$ cat config.mk
export PLATFORM = sky130hd
export DESIGN_NAME = motor_command_text_parser
export DESIGN_NICKNAME = d
export VERILOG_FILES = /design/src/hdl/mctp_pkg.sv /design/src/hdl/motor_command_text_parser.sv
export SDC_FILE = /design/constraint.sdc
export NUM_CORES = 1
export LEC_CHECK = 0
export ABC_AREA = 0
export BUFFER_PORTS_ARGS = -buffer_cell sky130_fd_sc_hd__clkbuf_2
export CAP_MARGIN = 25
export CELL_PAD_IN_SITES_DETAIL_PLACEMENT = 0
export CELL_PAD_IN_SITES_GLOBAL_PLACEMENT = 1
export CORE_MARGIN = 2
export CORE_UTILIZATION = 25
export DETAILED_ROUTE_END_ITERATION = 7
export PLACE_DENSITY = 0.56
export RECOVER_POWER = 100
export SLEW_MARGIN = 25
export SYNTH_ARGS = -nofsm -noshare
export SYNTH_HDL_FRONTEND = slang
export SYNTH_SLANG_ARGS = --single-unit
$ cat constraint.sdc
create_clock -name clk -period 6.9 [get_ports clk]
set_input_delay 0.69 -clock clk [delete_from_list [all_inputs] [get_ports clk]]
set_output_delay 0.69 -clock clk [all_outputs]
set_load 0.005 [all_outputs]
$ cat src/hdl/mctp_pkg.sv
// ----------------------------------------------------------------------------
// mctp_pkg
// Shared constants for the motor command text parser: field widths, motor
// count and the ASCII codes the tokeniser looks for.
// ----------------------------------------------------------------------------
package mctp_pkg;

	// Number of addressable motors / steppers
	localparam int MOTOR_COUNT = 4;
	localparam int IDX_W       = $clog2(MOTOR_COUNT);

	// Field widths
	localparam int CHAR_W  = 8;
	localparam int ID_W    = 3;
	localparam int VAL_W   = 32;
	localparam int MAG_W   = 31;
	localparam int QMODE_W = 4;

	// Saturation limit of the magnitude accumulator
	localparam logic [MAG_W-1:0] MAG_MAX = '1;

	// ASCII codes
	localparam logic [CHAR_W-1:0] ASCII_NUL   = 8'h00;
	localparam logic [CHAR_W-1:0] ASCII_TAB   = 8'h09;
	localparam logic [CHAR_W-1:0] ASCII_CR    = 8'h0D;
	localparam logic [CHAR_W-1:0] ASCII_SPACE = 8'h20;
	localparam logic [CHAR_W-1:0] ASCII_PLUS  = 8'h2B;
	localparam logic [CHAR_W-1:0] ASCII_MINUS = 8'h2D;
	localparam logic [CHAR_W-1:0] ASCII_ZERO  = 8'h30;
	localparam logic [CHAR_W-1:0] ASCII_NINE  = 8'h39;
	localparam logic [CHAR_W-1:0] ASCII_UP_B  = 8'h42;
	localparam logic [CHAR_W-1:0] ASCII_UP_S  = 8'h53;
	localparam logic [CHAR_W-1:0] ASCII_LO_B  = 8'h62;
	localparam logic [CHAR_W-1:0] ASCII_LO_S  = 8'h73;

	// Command kinds
	localparam logic KIND_MOTOR   = 1'b0;
	localparam logic KIND_STEPPER = 1'b1;

endpackage

$ cat src/hdl/motor_command_text_parser.sv
// ----------------------------------------------------------------------------
// motor_command_text_parser
// Byte-serial parser for motor rpm ('b') and stepper angle ('s') commands,
// each followed by a signed id and a signed value; drops repeated angles.
// ----------------------------------------------------------------------------
// Throughput: one byte per clock while the candidate register can drain; the parser state update is a single pass.
// A result word passes through the candidate register, then the output register,
// before it appears on the outputs.
// Reset: parser returns to idle between tokens, stored last angles and the
// queue mode register clear to zero; no clearing pass is needed.
module motor_command_text_parser (
	input  logic                               clk,
	input  logic                               arst_n,
	// configuration write channel
	input  logic                               cfg_valid,
	output logic                               cfg_ready,
	input  logic [mctp_pkg::QMODE_W-1:0]       cfg_data,
	// byte input channel
	input  logic                               in_valid,
	output logic                               in_ready,
	input  logic [mctp_pkg::CHAR_W-1:0]        char_in,
	input  logic                               end_of_line,
	// command output channel
	output logic                               out_valid,
	input  logic                               out_ready,
	output logic                               command_kind,
	output logic [mctp_pkg::ID_W-1:0]          motor_id,
	output logic signed [mctp_pkg::VAL_W-1:0]  command_value,
	output logic                               stop_first
);

	typedef enum logic [2:0] {
		PH_IDLE,
		PH_SKIP,
		PH_NUM_START,
		PH_NUM_SIGN,
		PH_DIGITS
	} phase_t;

	typedef struct packed {
		phase_t                       phase;
		logic                         kind;
		logic                         idx;
		logic                         neg;
		logic [mctp_pkg::MAG_W-1:0]   mag;
		logic                         id_ok;
		logic [mctp_pkg::ID_W-1:0]    id;
	} pstate_t;

	typedef struct packed {
		logic                         valid;
		logic                         kind;
		logic [mctp_pkg::ID_W-1:0]    id;
		logic                         neg;
		logic [mctp_pkg::MAG_W-1:0]   mag;
	} emit_t;

	// Id is usable when the parsed number lies in 1..MOTOR_COUNT
	function automatic logic id_in_range(input logic neg, input logic [mctp_pkg::MAG_W-1:0] mag);
		id_in_range = !neg && (mag != '0) &&
			(mag <= mctp_pkg::MAG_W'(mctp_pkg::MOTOR_COUNT));
	endfunction

	// Examine a byte as the possible start of a token
	function automatic pstate_t idle_exam(input pstate_t s, input logic ws, input logic tok,
		input logic tkind);
		pstate_t r;
		r = s;
		if (!ws) begin
			if (tok) begin
				r.kind  = tkind;
				r.idx   = 1'b0;
				r.neg   = 1'b0;
				r.mag   = '0;
				r.phase = PH_NUM_START;
			end else begin
				r.phase = PH_SKIP;
			end
		end
		idle_exam = r;
	endfunction

	pstate_t                          st_q;
	pstate_t                          st_d;
	emit_t                            em_d;
	emit_t                            em_s1;
	logic                             em_v_s1;
	logic [mctp_pkg::QMODE_W-1:0]     qmode_q;
	logic [mctp_pkg::VAL_W-1:0]       last_angle_q [mctp_pkg::MOTOR_COUNT];
	logic                             out_valid_q;
	logic                             kind_q;
	logic [mctp_pkg::ID_W-1:0]        id_q;
	logic [mctp_pkg::VAL_W-1:0]       value_q;
	logic                             stop_q;

	logic                             c_ws, c_dig, c_sign, c_minus, c_tok, c_kind, c_nul;
	logic [3:0]                       c_digit;
	logic [mctp_pkg::MAG_W+3:0]       mag_x10;
	logic [mctp_pkg::MAG_W+3:0]       mag_sum;
	logic [mctp_pkg::MAG_W-1:0]       mag_acc;
	logic                             in_fire;
	logic                             s1_take;
	logic [mctp_pkg::IDX_W-1:0]       angle_idx;
	logic [mctp_pkg::VAL_W-1:0]       cand_val;
	logic                             dup;
	logic [mctp_pkg::IDX_W-1:0]       out_idx;

	// Classify the incoming byte
	always_comb begin
		c_ws    = (char_in == mctp_pkg::ASCII_SPACE) ||
			(char_in inside {[mctp_pkg::ASCII_TAB:mctp_pkg::ASCII_CR]});
		c_dig   = char_in inside {[mctp_pkg::ASCII_ZERO:mctp_pkg::ASCII_NINE]};
		c_minus = (char_in == mctp_pkg::ASCII_MINUS);
		c_sign  = c_minus || (char_in == mctp_pkg::ASCII_PLUS);
		c_kind  = (char_in == mctp_pkg::ASCII_LO_S) || (char_in == mctp_pkg::ASCII_UP_S);
		c_tok   = c_kind || (char_in == mctp_pkg::ASCII_LO_B) ||
			(char_in == mctp_pkg::ASCII_UP_B);
		c_nul   = (char_in == mctp_pkg::ASCII_NUL);
		// low nibble of an ASCII digit is its value
		c_digit = char_in[3:0];
	end

	// Accumulate a decimal digit: mag*10 + d, saturating
	always_comb begin
		mag_x10 = {1'b0, st_q.mag, 3'b000} + {3'b000, st_q.mag, 1'b0};
		mag_sum = mag_x10 + (mctp_pkg::MAG_W+4)'(c_digit);
		if (mag_sum > (mctp_pkg::MAG_W+4)'(mctp_pkg::MAG_MAX)) begin
			mag_acc = mctp_pkg::MAG_MAX;
		end else begin
			mag_acc = mag_sum[mctp_pkg::MAG_W-1:0];
		end
	end

	// Next parser state and emit candidate for one byte
	always_comb begin
		st_d = st_q;
		em_d = '0;
		if (!c_nul) begin
			case (st_q.phase)
				PH_IDLE: begin
					st_d = idle_exam(st_d, c_ws, c_tok, c_kind);
				end
				PH_SKIP: begin
					if (c_ws) begin
						st_d.phase = PH_IDLE;
					end
				end
				PH_NUM_START: begin
					if (c_sign) begin
						st_d.neg   = c_minus;
						st_d.phase = PH_NUM_SIGN;
					end else if (c_dig) begin
						st_d.mag   = mctp_pkg::MAG_W'(c_digit);
						st_d.phase = PH_DIGITS;
					end else if (!c_ws) begin
						// failed number: value 0, then re-examine as token start
						if (st_q.idx) begin
							em_d = '{valid: st_q.id_ok, kind: st_q.kind, id: st_q.id,
								neg: 1'b0, mag: '0};
						end else begin
							st_d.id_ok = 1'b0;
						end
						st_d.idx   = 1'b0;
						st_d.phase = PH_IDLE;
						st_d       = idle_exam(st_d, c_ws, c_tok, c_kind);
					end
				end
				PH_NUM_SIGN: begin
					if (c_dig) begin
						st_d.mag   = mctp_pkg::MAG_W'(c_digit);
						st_d.phase = PH_DIGITS;
					end else begin
						// failed number after a sign: skip the rest of the token
						if (st_q.idx) begin
							em_d = '{valid: st_q.id_ok, kind: st_q.kind, id: st_q.id,
								neg: 1'b0, mag: '0};
						end else begin
							st_d.id_ok = 1'b0;
						end
						st_d.idx   = 1'b0;
						st_d.phase = c_ws ? PH_IDLE : PH_SKIP;
					end
				end
				PH_DIGITS: begin
					if (c_dig) begin
						st_d.mag = mag_acc;
					end else if (!st_q.idx) begin
						// id complete: hold it and start the value
						st_d.id_ok = id_in_range(st_q.neg, st_q.mag);
						st_d.id    = st_q.mag[mctp_pkg::ID_W-1:0];
						st_d.idx   = 1'b1;
						st_d.neg   = 1'b0;
						st_d.mag   = '0;
						st_d.phase = PH_NUM_START;
						if (c_sign) begin
							st_d.neg   = c_minus;
							st_d.phase = PH_NUM_SIGN;
						end else if (!c_ws) begin
							em_d = '{valid: st_d.id_ok, kind: st_q.kind, id: st_d.id,
								neg: 1'b0, mag: '0};
							st_d.idx   = 1'b0;
							st_d.phase = PH_IDLE;
							st_d       = idle_exam(st_d, c_ws, c_tok, c_kind);
						end
					end else begin
						// value complete: issue the command
						em_d = '{valid: st_q.id_ok, kind: st_q.kind, id: st_q.id,
							neg: st_q.neg, mag: st_q.mag};
						st_d.idx   = 1'b0;
						st_d.phase = PH_IDLE;
						st_d       = idle_exam(st_d, c_ws, c_tok, c_kind);
					end
				end
				default: begin
					st_d.phase = PH_IDLE;
				end
			endcase
		end

		// Finish a pending number at end of line
		if (c_nul || end_of_line) begin
			case (st_d.phase)
				PH_DIGITS: begin
					if (!st_d.idx) begin
						st_d.id_ok = id_in_range(st_d.neg, st_d.mag);
						st_d.id    = st_d.mag[mctp_pkg::ID_W-1:0];
						em_d = '{valid: st_d.id_ok, kind: st_d.kind, id: st_d.id,
							neg: 1'b0, mag: '0};
					end else begin
						em_d = '{valid: st_d.id_ok, kind: st_d.kind, id: st_d.id,
							neg: st_d.neg, mag: st_d.mag};
					end
				end
				PH_NUM_START, PH_NUM_SIGN: begin
					if (!st_d.idx) begin
						st_d.id_ok = 1'b0;
					end else begin
						em_d = '{valid: st_d.id_ok, kind: st_d.kind, id: st_d.id,
							neg: 1'b0, mag: '0};
					end
				end
				default: begin
					st_d.phase = PH_IDLE;
				end
			endcase
			st_d.phase = PH_IDLE;
			st_d.idx   = 1'b0;
		end
	end

	// Handshakes: the candidate stage drains into a free output register
	assign cfg_ready = 1'b1;
	assign s1_take   = em_v_s1 && (!out_valid_q || out_ready);
	assign in_ready  = !em_v_s1 || s1_take;
	assign in_fire   = in_valid && in_ready;

	// Output stage: signed value and stepper duplicate check
	always_comb begin
		angle_idx = mctp_pkg::IDX_W'(em_s1.id - mctp_pkg::ID_W'(1));
		if (em_s1.neg) begin
			cand_val = mctp_pkg::VAL_W'(0) - {1'b0, em_s1.mag};
		end else begin
			cand_val = {1'b0, em_s1.mag};
		end
		dup = (em_s1.kind == mctp_pkg::KIND_STEPPER) && (last_angle_q[angle_idx] == cand_val);
	end

	// Hold parser state, stage valids, stored angles and queue mode
	always_ff @(posedge clk or negedge arst_n) begin
		if (!arst_n) begin
			st_q        <= '{phase: PH_IDLE, kind: 1'b0, idx: 1'b0, neg: 1'b0,
				mag: '0, id_ok: 1'b0, id: '0};
			em_v_s1     <= 1'b0;
			out_valid_q <= 1'b0;
			qmode_q     <= '0;
			for (int i = 0; i < mctp_pkg::MOTOR_COUNT; i++) begin
				last_angle_q[i] <= '0;
			end
		end else begin
			if (cfg_valid) begin
				qmode_q <= cfg_data;
			end
			if (in_fire) begin
				st_q    <= st_d;
				em_v_s1 <= em_d.valid;
			end else if (s1_take) begin
				em_v_s1 <= 1'b0;
			end
			if (!out_valid_q || out_ready) begin
				out_valid_q <= s1_take && !dup;
			end
			if (s1_take && !dup && (em_s1.kind == mctp_pkg::KIND_STEPPER)) begin
				last_angle_q[angle_idx] <= cand_val;
			end
		end
	end

	// Advance payload of the candidate and output registers
	always_ff @(posedge clk) begin
		if (in_fire) begin
			em_s1 <= em_d;
		end
		if (s1_take) begin
			kind_q  <= em_s1.kind;
			id_q    <= em_s1.id;
			value_q <= cand_val;
			stop_q  <= (em_s1.kind == mctp_pkg::KIND_STEPPER) && !qmode_q[angle_idx];
		end
	end

	assign out_valid     = out_valid_q;
	assign command_kind  = kind_q;
	assign motor_id      = id_q;
	assign command_value = value_q;
	assign stop_first    = stop_q;

	assign out_idx = mctp_pkg::IDX_W'(motor_id - mctp_pkg::ID_W'(1));

	// A motor rpm word never asks to stop first
	a_motor_no_stop: assert property (@(posedge clk) disable iff (!arst_n)
		out_valid && (command_kind == mctp_pkg::KIND_MOTOR) |-> !stop_first)
		else $error("motor command carries stop_first");

	// Only ids within range reach the output
	a_id_range: assert property (@(posedge clk) disable iff (!arst_n)
		out_valid |-> (motor_id >= mctp_pkg::ID_W'(1)) &&
			(motor_id <= mctp_pkg::ID_W'(mctp_pkg::MOTOR_COUNT)))
		else $error("motor id out of range");

	// An issued stepper angle is the stored last angle of that stepper
	a_angle_stored: assert property (@(posedge clk) disable iff (!arst_n)
		out_valid && (command_kind == mctp_pkg::KIND_STEPPER) |->
			last_angle_q[out_idx] == command_value)
		else $error("stepper angle not recorded");

	// End of line always leaves the parser idle
	a_eol_idle: assert property (@(posedge clk) disable iff (!arst_n)
		in_valid && in_ready && (end_of_line || (char_in == mctp_pkg::ASCII_NUL)) |=>
			st_q.phase == PH_IDLE)
		else $error("parser not idle after end of line");

endmodule

* Word-level counts from Yosys, hierarchy flattened *
Index checks and enable logic that the tools add are counted.

cells by class
  add/subtract/negate cells = 4
  reductions and logical operators = 33
  order comparisons = 10
  bitwise operators = 1
  equal/unequal tests = 15
  muxes and demuxes = 72

operators with widths
  kind                     number
  $mux W37                 15
  $mux W41                 4
  $bwmux W128              1
  $mux W32                 4
  $pmux W32 S4             1
  $mux W31                 4
  $pmux W37 S3             1
  $mux W34                 3
  $pmux W37 S2             1
  $mux W35                 2
  $bmux W32 S2             1
  $demux W32 S2            1
  $le A31 B3 Y1 const B    2
  $reduce_bool A31 Y1      2
  $add A34 B32 Y35         1
  $add A35 B4 Y35          1
  $gt A35 B31 Y1 const B   1
  $eq A32 B32 Y1           1
  $eq A8 B7 Y1 const B     4
  $sub A1 B31 Y32 const A  1
  $eq A8 B6 Y1 const B     3
  $mux W3                  8
  $mux W4                  4
  $pmux W3 S5              1
  other kinds (27)         68

word-level totals
  input bits = 18
  output and inout port bits = 40
  word-level logic and storage cells = 157
  flip-flop bits (word level) = 248

* Logic depth before layout (Yosys ltp) *
Gate-level depths: netlist (run 1).

  depth in word-level cells = 18
  gate-level depth with buffers = 18
  depth with buffers taken out = 16

* Worst setup path before layout (run 1) *
Ideal clock, no wire load.

  path kind = register to register
  from = register em_s1[32] in the netlist's numbering
  to = register last_angle_q[100] in the netlist's numbering
  library setup time = 0.125 ns
  cell stages (with the launch flop) = 18
  data arrival time = 4.920 ns
  path slack = 1.855 ns
  buffers on the path = 7
  path through = edfxtp_1 -> clkbuf_1 -> buf_1 -> buf_1 -> inv_1 -> ha_1 -> clkbuf_1 -> buf_1 -> mux4_2 -> xnor2_1 -> nand4_1 -> nor4_1 -> nand4_1 -> and3_4 -> and2_4 -> buf_6 -> buf_12 -> mux2_4

between the ends
  word-level cells in the longest chain between the ends = 10
  elaborated cells on any way between the ends = 16
  those cells by class = 1 x add/sub; 2 x order compare; 1 x eq/ne; 6 x mux; 1 x bitwise; 5 x reduce/logical

RTL lines
  element                                       line                                                                RTL
  from (decl)                                   motor_command_text_parser.sv:86                                     emit_t em_s1;
  from (signal assigned)                        motor_command_text_parser.sv:301                                    em_s1 <= em_d;
  $sub A2 B1 Y2 *                               motor_command_text_parser.sv:259                                    angle_idx = mctp_pkg::IDX_W'(em_s1.id - mctp_pkg::ID_W'(1));
  $not A2 Y3 (not written as such) *            motor_command_text_parser.sv:265, motor_command_text_parser.sv:293
  $bmux W32 S2                                  motor_command_text_parser.sv:265                                    dup = (em_s1.kind == mctp_pkg::KIND_STEPPER) && (last_angle_q[angle_idx] == cand_val);
  $mux W32 (not written as such) (2 in series)  motor_command_text_parser.sv:265
  $eq A32 B32 Y1                                motor_command_text_parser.sv:265
  $logic_and A1 B1 Y1                           motor_command_text_parser.sv:265
  $logic_not A1 Y1                              motor_command_text_parser.sv:292                                    if (s1_take && !dup && (em_s1.kind == mctp_pkg::KIND_STEPPER)) begin
  $logic_and A1 B1 Y1 (2 in series)             motor_command_text_parser.sv:292
  to (signal, indexed assignment)               motor_command_text_parser.sv:293                                    last_angle_q[angle_idx] <= cand_val;
  to (decl)                                     motor_command_text_parser.sv:89                                     logic [mctp_pkg::VAL_W-1:0] last_angle_q [mctp_pkg::MOTOR_COUNT];

Every way passes the cells marked *; elsewhere a longest branch is shown, timed or not. The select of a mux whose other input is x is not followed.
A chain may end at the register's enable or synchronous reset.

* Worst setup path in the final report (run 1) *
  from = register em_s1[33] in the netlist's numbering
  to = register last_angle_q[6] in the netlist's numbering

The elaborated chain is that of the path after synthesis.

==> out/metrics.cfg, run 1 <==
[synth]
synth_top_family_by_area=multiplexers
synth_compound_area_share_pct=15.0
post-synth-top-count-cell=dfrtp_1
synthAdderAreaFrac_pct=5.46
yosys.area_share.simple_pct=11.9
synthArstFlopShare_pct=70.6
synth_top_area_share_pct=27.6
ys_seq_elements=248
synthTopCellsByArea=dfrtp_1 (28%), edfxtp_1 (14%), mux2_4 (11%), ha_1 (5.2%), mux4_2 (4.7%)
yosysWarnings=0
syn_avg_cell_area_um2=11.1
synth_commonest_cells=dfrtp_1 (175), nand2_1 (154), mux2_4 (120)
synth_cell_types=78
seq_area_frac_synth_pct=41.5
synth.net_count=1516
synth_edf_count=73
yosysTopAreaCell=dfrtp_1
netlist_area_um2=15800
synthXorXnorAreaFrac_pct=4.81
synth-main-ff-cell=dfrtp_1
muxShareOfSynthArea_pct=17.2
syn_inst=1430

[global_route]
gr-max-usage-layer=met2
grt_antenna_before_repair=0
globalRouteOverflowTotal=0
grt_max_degree=103
grt_pass1_wl_mm=72.2
use_met2_pct=22.6
grt_usage_pct=14.0
grt_pass1_vias=11615
grtUsageMet1_pct=19.4
use_met3_pct=1.84

[run_status]
status=complete, but fails checks
violations=capacitance limit, slew limit

[sta]
slew_violations=270
setup_violations=0
relSlewSlack_pct=-227
rsz0062_at_grt=false
timing.final.hold_violations=0
timing.final.crit_period_ns=5.92
worst_pin_slew_ns=4.91
fin_worst_skew_ns=0.0150
timing.setup.tns_ns=0
period_share_pct=85.8
fmax_mhz=169

[worst_setup_path]
required_ns=7.33
cp_common_cell=nand4_1
path_delay_family=simple AND/OR/NAND/NOR gates
worstSetupPathType=reg2reg
reg2reg_slack_ns=0.98
path_cells=inv_1 > ha_1 > clkbuf_1 > mux4_2 > xnor2_1 > nand4_1 > nor4_1 > nand4_1 > nor4_1 > nand4_1 > and3_1 > and2_4 > mux2_1
slowest_stage=clkbuf_1
critPathLaunchType=flop
cpPeakStageDelay_ns=1.63
regToRegStartpoint=em_s1[33]
r2r_cells=13
cp.arrival_ns=6.35
crit_buf_inv=2
crit_path_end_kind=flop
reg2reg_to=last_angle_q[6]
cp_max_fo=33

[hold_path]
min_to=qmode_q[2]
min_path_type=in2reg
min_from=cfg_data[2]
hold_depth=2

[power]
fin_total_pwr_uw=3400
peakVddDrop_mv=0.180
power.density_nw_per_um2=198
p_leak_uw=0.00730

[floorplanning]
die_w_um=256
core-area_um2=62900
die_area_um2=65400
io_pins=58
fp-row-count=92
die_height_um=256
start_util_pct=25.2

[route]
drcViolationCount=0
antenna_left=0
wirelength_mm=46.2
firstDrtPassIters=5
viasPerCell=4.95
num_vias=11471
wl_per_cell_um=19.9
dr.first_iter.drc_count=875

[placement]
dp_hpwl_mm=33.8
dp_cells=2268
dpl-instance-area_um2=16800
port_buffers=56
gp_congestion=0.885

[cells_and_area]
fin_cells=2318
antenna_cells=0
fill_cells=6745
areaGrowthSynthToFinish_pct=8.48
postLayoutCoreUtil_pct=27.3
final_area_um2=17200
drive_gt1_share_pct=11.5
fin_nets=1537

[clock_network]
tritoncts=built
cts_root_buf=clkbuf_16
htree_levels=1
post_cts_buffers=0
clockBufferDepth=3
clk_latency_ns=0.55
ctsHoldBuffers=0
clk_pin_slew_ns=0.07
cts_num_sinks=248
cts_buffers=27
cts_resized=0

[job]
drv_cap=5

sequential cells by signal, summed over array words and instances (netlist names):
signal and cells:
out_valid 1, stop_first 1, qmode_q 4, command_value 32
command_kind 1, last_angle_q 128, st_q 41, em_s1 36
em_v_s1 1, motor_id 3
metal layers:
| layer | share of wire [%] | wire length [um] | up-vias |
|---|---|---|---|
| met5 | 0 | 0 | - |
| met4 | 2.9 | 1330 | 0 |
| met3 | 4.7 | 2180 | 75 |
| met2 | 46 | 21400 | 279 |
| met1 | 46 | 21300 | 5700 |
| li1 | - | - | 5417 |
stage by stage:
stage / hold WS, ns / setup slack (ns)
final: 0.383 / 0.981
after global routing: 0.363 / 0.512
after CTS: 0.309 / 1.33
after detailed placement: 0.415 / 1.11
after global placement: 0.413 / 1.21
after floorplan: 0.394 / 1.85
how the worst max path moves through the flow:
stage | startpoint | end | slack, ns | cells after the start
4_1_cts | st_q[4] | em_v_s1 | 1.33 | 16
6_report | em_s1[33] | last_angle_q[6] | 0.98 | 13
3_3_place_gp | char_in[3] | em_v_s1 | 1.21 | 17
2_1_floorplan | em_s1[32] | last_angle_q[100] | 1.85 | 17
3_5_place_dp | char_in[3] | em_v_s1 | 1.11 | 17
5_1_grt | st_q[27] | em_v_s1 | 0.51 | 13
worst reg2reg max path, cell delays in order (launching register included):
cell and delay, ns:
edfxtp_1 0.41, inv_1 0.08, ha_1 0.28, clkbuf_1 1.63, mux4_2 0.48, xnor2_1 0.34, nand4_1 0.20, nor4_1 0.34
nand4_1 0.24, nor4_1 0.49, nand4_1 0.26, and3_1 0.29, and2_4 0.34, mux2_1 0.43
cell type report:
cell class | count | area (um^2) | share of cell area, %
well taps | 846 | 1060 | 6.16
clock inverters | 16 | 161 | 0.939
multi-input cells | 1070 | 8150 | 47.4
clock buffers | 34 | 752 | 4.38
inverters | 28 | 105 | 0.611
flip-flops and latches | 248 | 6570 | 38.2
repair buffers | 76 | 388 | 2.26
kinds of logic after synthesis:
logic type                 count (synthesis)
xor gates and xnor gates                  87
and+or+nand+nor                          381
DFF                                      248
buffers and inverters                    112
AOI/OAI and AO/OA                        364
muxes                                    169
adders and majority gates                 68
other                                      1
report_power, final:
part,switching (uW),internal (uW)
sequential,43.9,1540
combinational,223,109
clock,626,858
layout by cell type, fill, tap and decap left out, types with 6 or more instances in the layout:
cell type  count
or2_2         13
edfxtp_1      73
nand2b_1      11
nor3_1        23
mux2_1       119
or3_1         15
mux4_2        33
o31ai_1       21
clkbuf_1      30
inv_6          6
clkinv_2       6
xnor2_1       56
o21bai_1       6
a21oi_1       84
xor2_1        31
o41ai_1        7
nand2_1      154
buf_4         13
or4_1         11
mux2_2        14
nand4_1       18
a22o_1        23
o211ai_1      11
o31a_1         7
clkbuf_16     27
o21a_1        11
nor4_1        26
clkbuf_2      32
nor2_1        59
inv_1         28
ha_1          66
a21o_1        15
and3_1         6
nor2b_1        8
a211oi_1      10
nand3_1       13
o21ai_0      104
dfrtp_1      175
a31oi_1       13
Power figures use the tool's default switching activity.
==> run 2: changes to the inputs <==
--- a/config.mk
+++ b/config.mk
@@ -6,7 +6,7 @@
 export NUM_CORES = 1
 export LEC_CHECK = 0
 export ABC_AREA = 0
-export BUFFER_PORTS_ARGS = -buffer_cell sky130_fd_sc_hd__clkbuf_2
+export BUFFER_PORTS_ARGS = -buffer_cell sky130_fd_sc_hd__buf_2
 export CAP_MARGIN = 25
 export CELL_PAD_IN_SITES_DETAIL_PLACEMENT = 0
 export CELL_PAD_IN_SITES_GLOBAL_PLACEMENT = 1
==> run 2 against run 1 <==
Via count increased by 1.1%. Die area unchanged. Critical path type unchanged. Clock skew is essentially flat. Cell area is 0.50% higher. Highest routed layer unchanged. Setup slack improved by 0.22 ns. Cell count is essentially flat. The flow still finishes with violations (capacitance limit, slew limit). Total power grew 3.6%. Clock-buffer cell count fell by 6. Fmax up 3.9%. Utilization grew 0.14 points.
==> out/metrics.cfg, run 2 (synthesis results as in run 1) <==
[cells_and_area]
largest_register_ffs=128
drive_gt1_share_pct=11.8
largest_register=last_angle_q
layout_common_cells=dfrtp_1 (175), nand2_1 (154), mux2_1 (114), o21ai_0 (104), a21oi_1 (84)
reg_top3=last_angle_q x128, st_q x41, em_s1 x36
final_area_um2=17300
fill_cells=6673
final_common_cell=dfrtp_1
antenna_cells=0
areaGrowthSynthToFinish_pct=9.03
fin_nets=1539

[sta]
period_share_pct=82.6
fmax_mhz=175
setup_violations=0
timing.final.crit_period_ns=5.70
relSlewSlack_pct=-271
slew_violations=199
worst_pin_slew_ns=5.57
fin_worst_skew_ns=0.0149
timing.final.hold_violations=0
timing.setup.tns_ns=0
rsz0062_at_grt=false

[global_route]
grt_pass1_wl_mm=73.7
grt_pass1_vias=11840
grt_max_degree=100
grt_antenna_before_repair=0
grt_usage_pct=14.1
globalRouteOverflowTotal=0

[placement]
dp_hpwl_mm=33.9
dpl-instance-area_um2=16800
port_buffers=56
gp_congestion=0.894

[floorplanning]
core-area_um2=62900
io_pins=58
die_area_um2=65400
die_height_um=256
die_w_um=256
start_util_pct=25.2
fp-row-count=92

[clock_network]
cts_root_buf=clkbuf_16
cts_buffers=27
cts_resized=0
post_cts_buffers=0
htree_levels=1
cts_num_sinks=248
clk_latency_ns=0.54
tritoncts=built
clockBufferDepth=3
clk_pin_slew_ns=0.07
ctsHoldBuffers=0

[worst_setup_path]
slowest_stage=a2111oi_0
critPathLaunchType=flop
cpPeakStageDelay_ns=0.77
crit_path_end_kind=flop
startpoint=st_q[27]
regToRegStartpoint=st_q[27]
worstSetupPathType=reg2reg
required_ns=7.35
cp_max_fo=15
cp.arrival_ns=6.15
path_cells=ha_1 > ha_1 > a21oi_1 > o21ai_0 > a2111oi_0 > o31a_1 > nand4_1 > nor4_1 > o21ai_0 > or4_1 > a2111oi_0 > a21oi_1 > a311oi_1

[route]
antenna_left=0
num_vias=11597
drcViolationCount=0
firstDrtPassIters=5
dr.first_iter.drc_count=828
viasPerCell=5.00
wl_per_cell_um=20.0
wirelength_mm=46.4

[hold_path]
min_path_type=in2reg
min_from=cfg_data[2]

[job]
drv_cap=3

[power]
p_leak_uw=0.00732
peakVddDrop_mv=0.167
power.density_nw_per_um2=204

[run_status]
status=complete, but fails checks
violations=capacitance limit, slew limit

## run 2: cell types whose count changed in the layout (fill, tap and decap cells not counted), sizes merged
cell,delta
clkbuf,-36
buf,+33
inv,-6
bufinv,+5
clkinv,+4
clkinvlp,+2
clkdlybuf4s25,-1
## run 2: power breakdown
part | internal (uW) | total [uW] | switching, uW
logic | 109 | 337 | 228
registers | 1540 | 1580 | 43.2
clock network | 982 | 1600 | 621
## run 2: through the flow
stage               worst slack, ns  cells  hold slack (ns)  power, uW  utilization, %
floorplan                      1.85   1430            0.394       1810               -
global placement               1.21   2269            0.410       1950            26.8
detailed placement             1.11   2270            0.411       1950            26.8
CTS                            1.35   2319            0.294       3570            28.4
global route                  0.507   2319            0.368       3660            27.5
finish                         1.20   2319            0.380       3520            27.5
## run 2: final timing paths
path / slack (ns) / cells after the start / to
min in group asynchronous: 2.19 / 1 / last_angle_q[40]
max reg2reg: 1.20 / 13 / em_v_s1
max: 1.20 / 13 / em_v_s1
max in group asynchronous: 1.60 / 1 / st_q[20]
min reg2reg: 0.42 / 0 / motor_id[2]
min: 0.38 / 2 / qmode_q[2]
## run 2: area by class of cell
class	instances	area, um^2	share of cell area [%]
well taps	846	1060	6.13
repair buffers	78	395	2.29
clock buffers	28	679	3.93
inverters	28	105	0.608
clock inverters	21	300	1.74
flip-flops and latches	248	6570	38.0
multi-input cells	1070	8160	47.3
## run 2: per-layer routing
layer / GRT usage [%] / vias up / share of wire [%]
li1: - / 5412 / -
met1: 19.9 / 5870 / 47
met2: 23.5 / 261 / 48
met3: 1.53 / 54 / 3.9
met4: 2.94 / 0 / 1.8
met5: 0 / - / 0
## run 2: critical path: cells and delay by family (launching register included)
kind	cells	cell delay (ns)
fa+ha+maj	2	0.74
simple gates	3	1.51
flops	1	0.50
compound gates	8	2.85
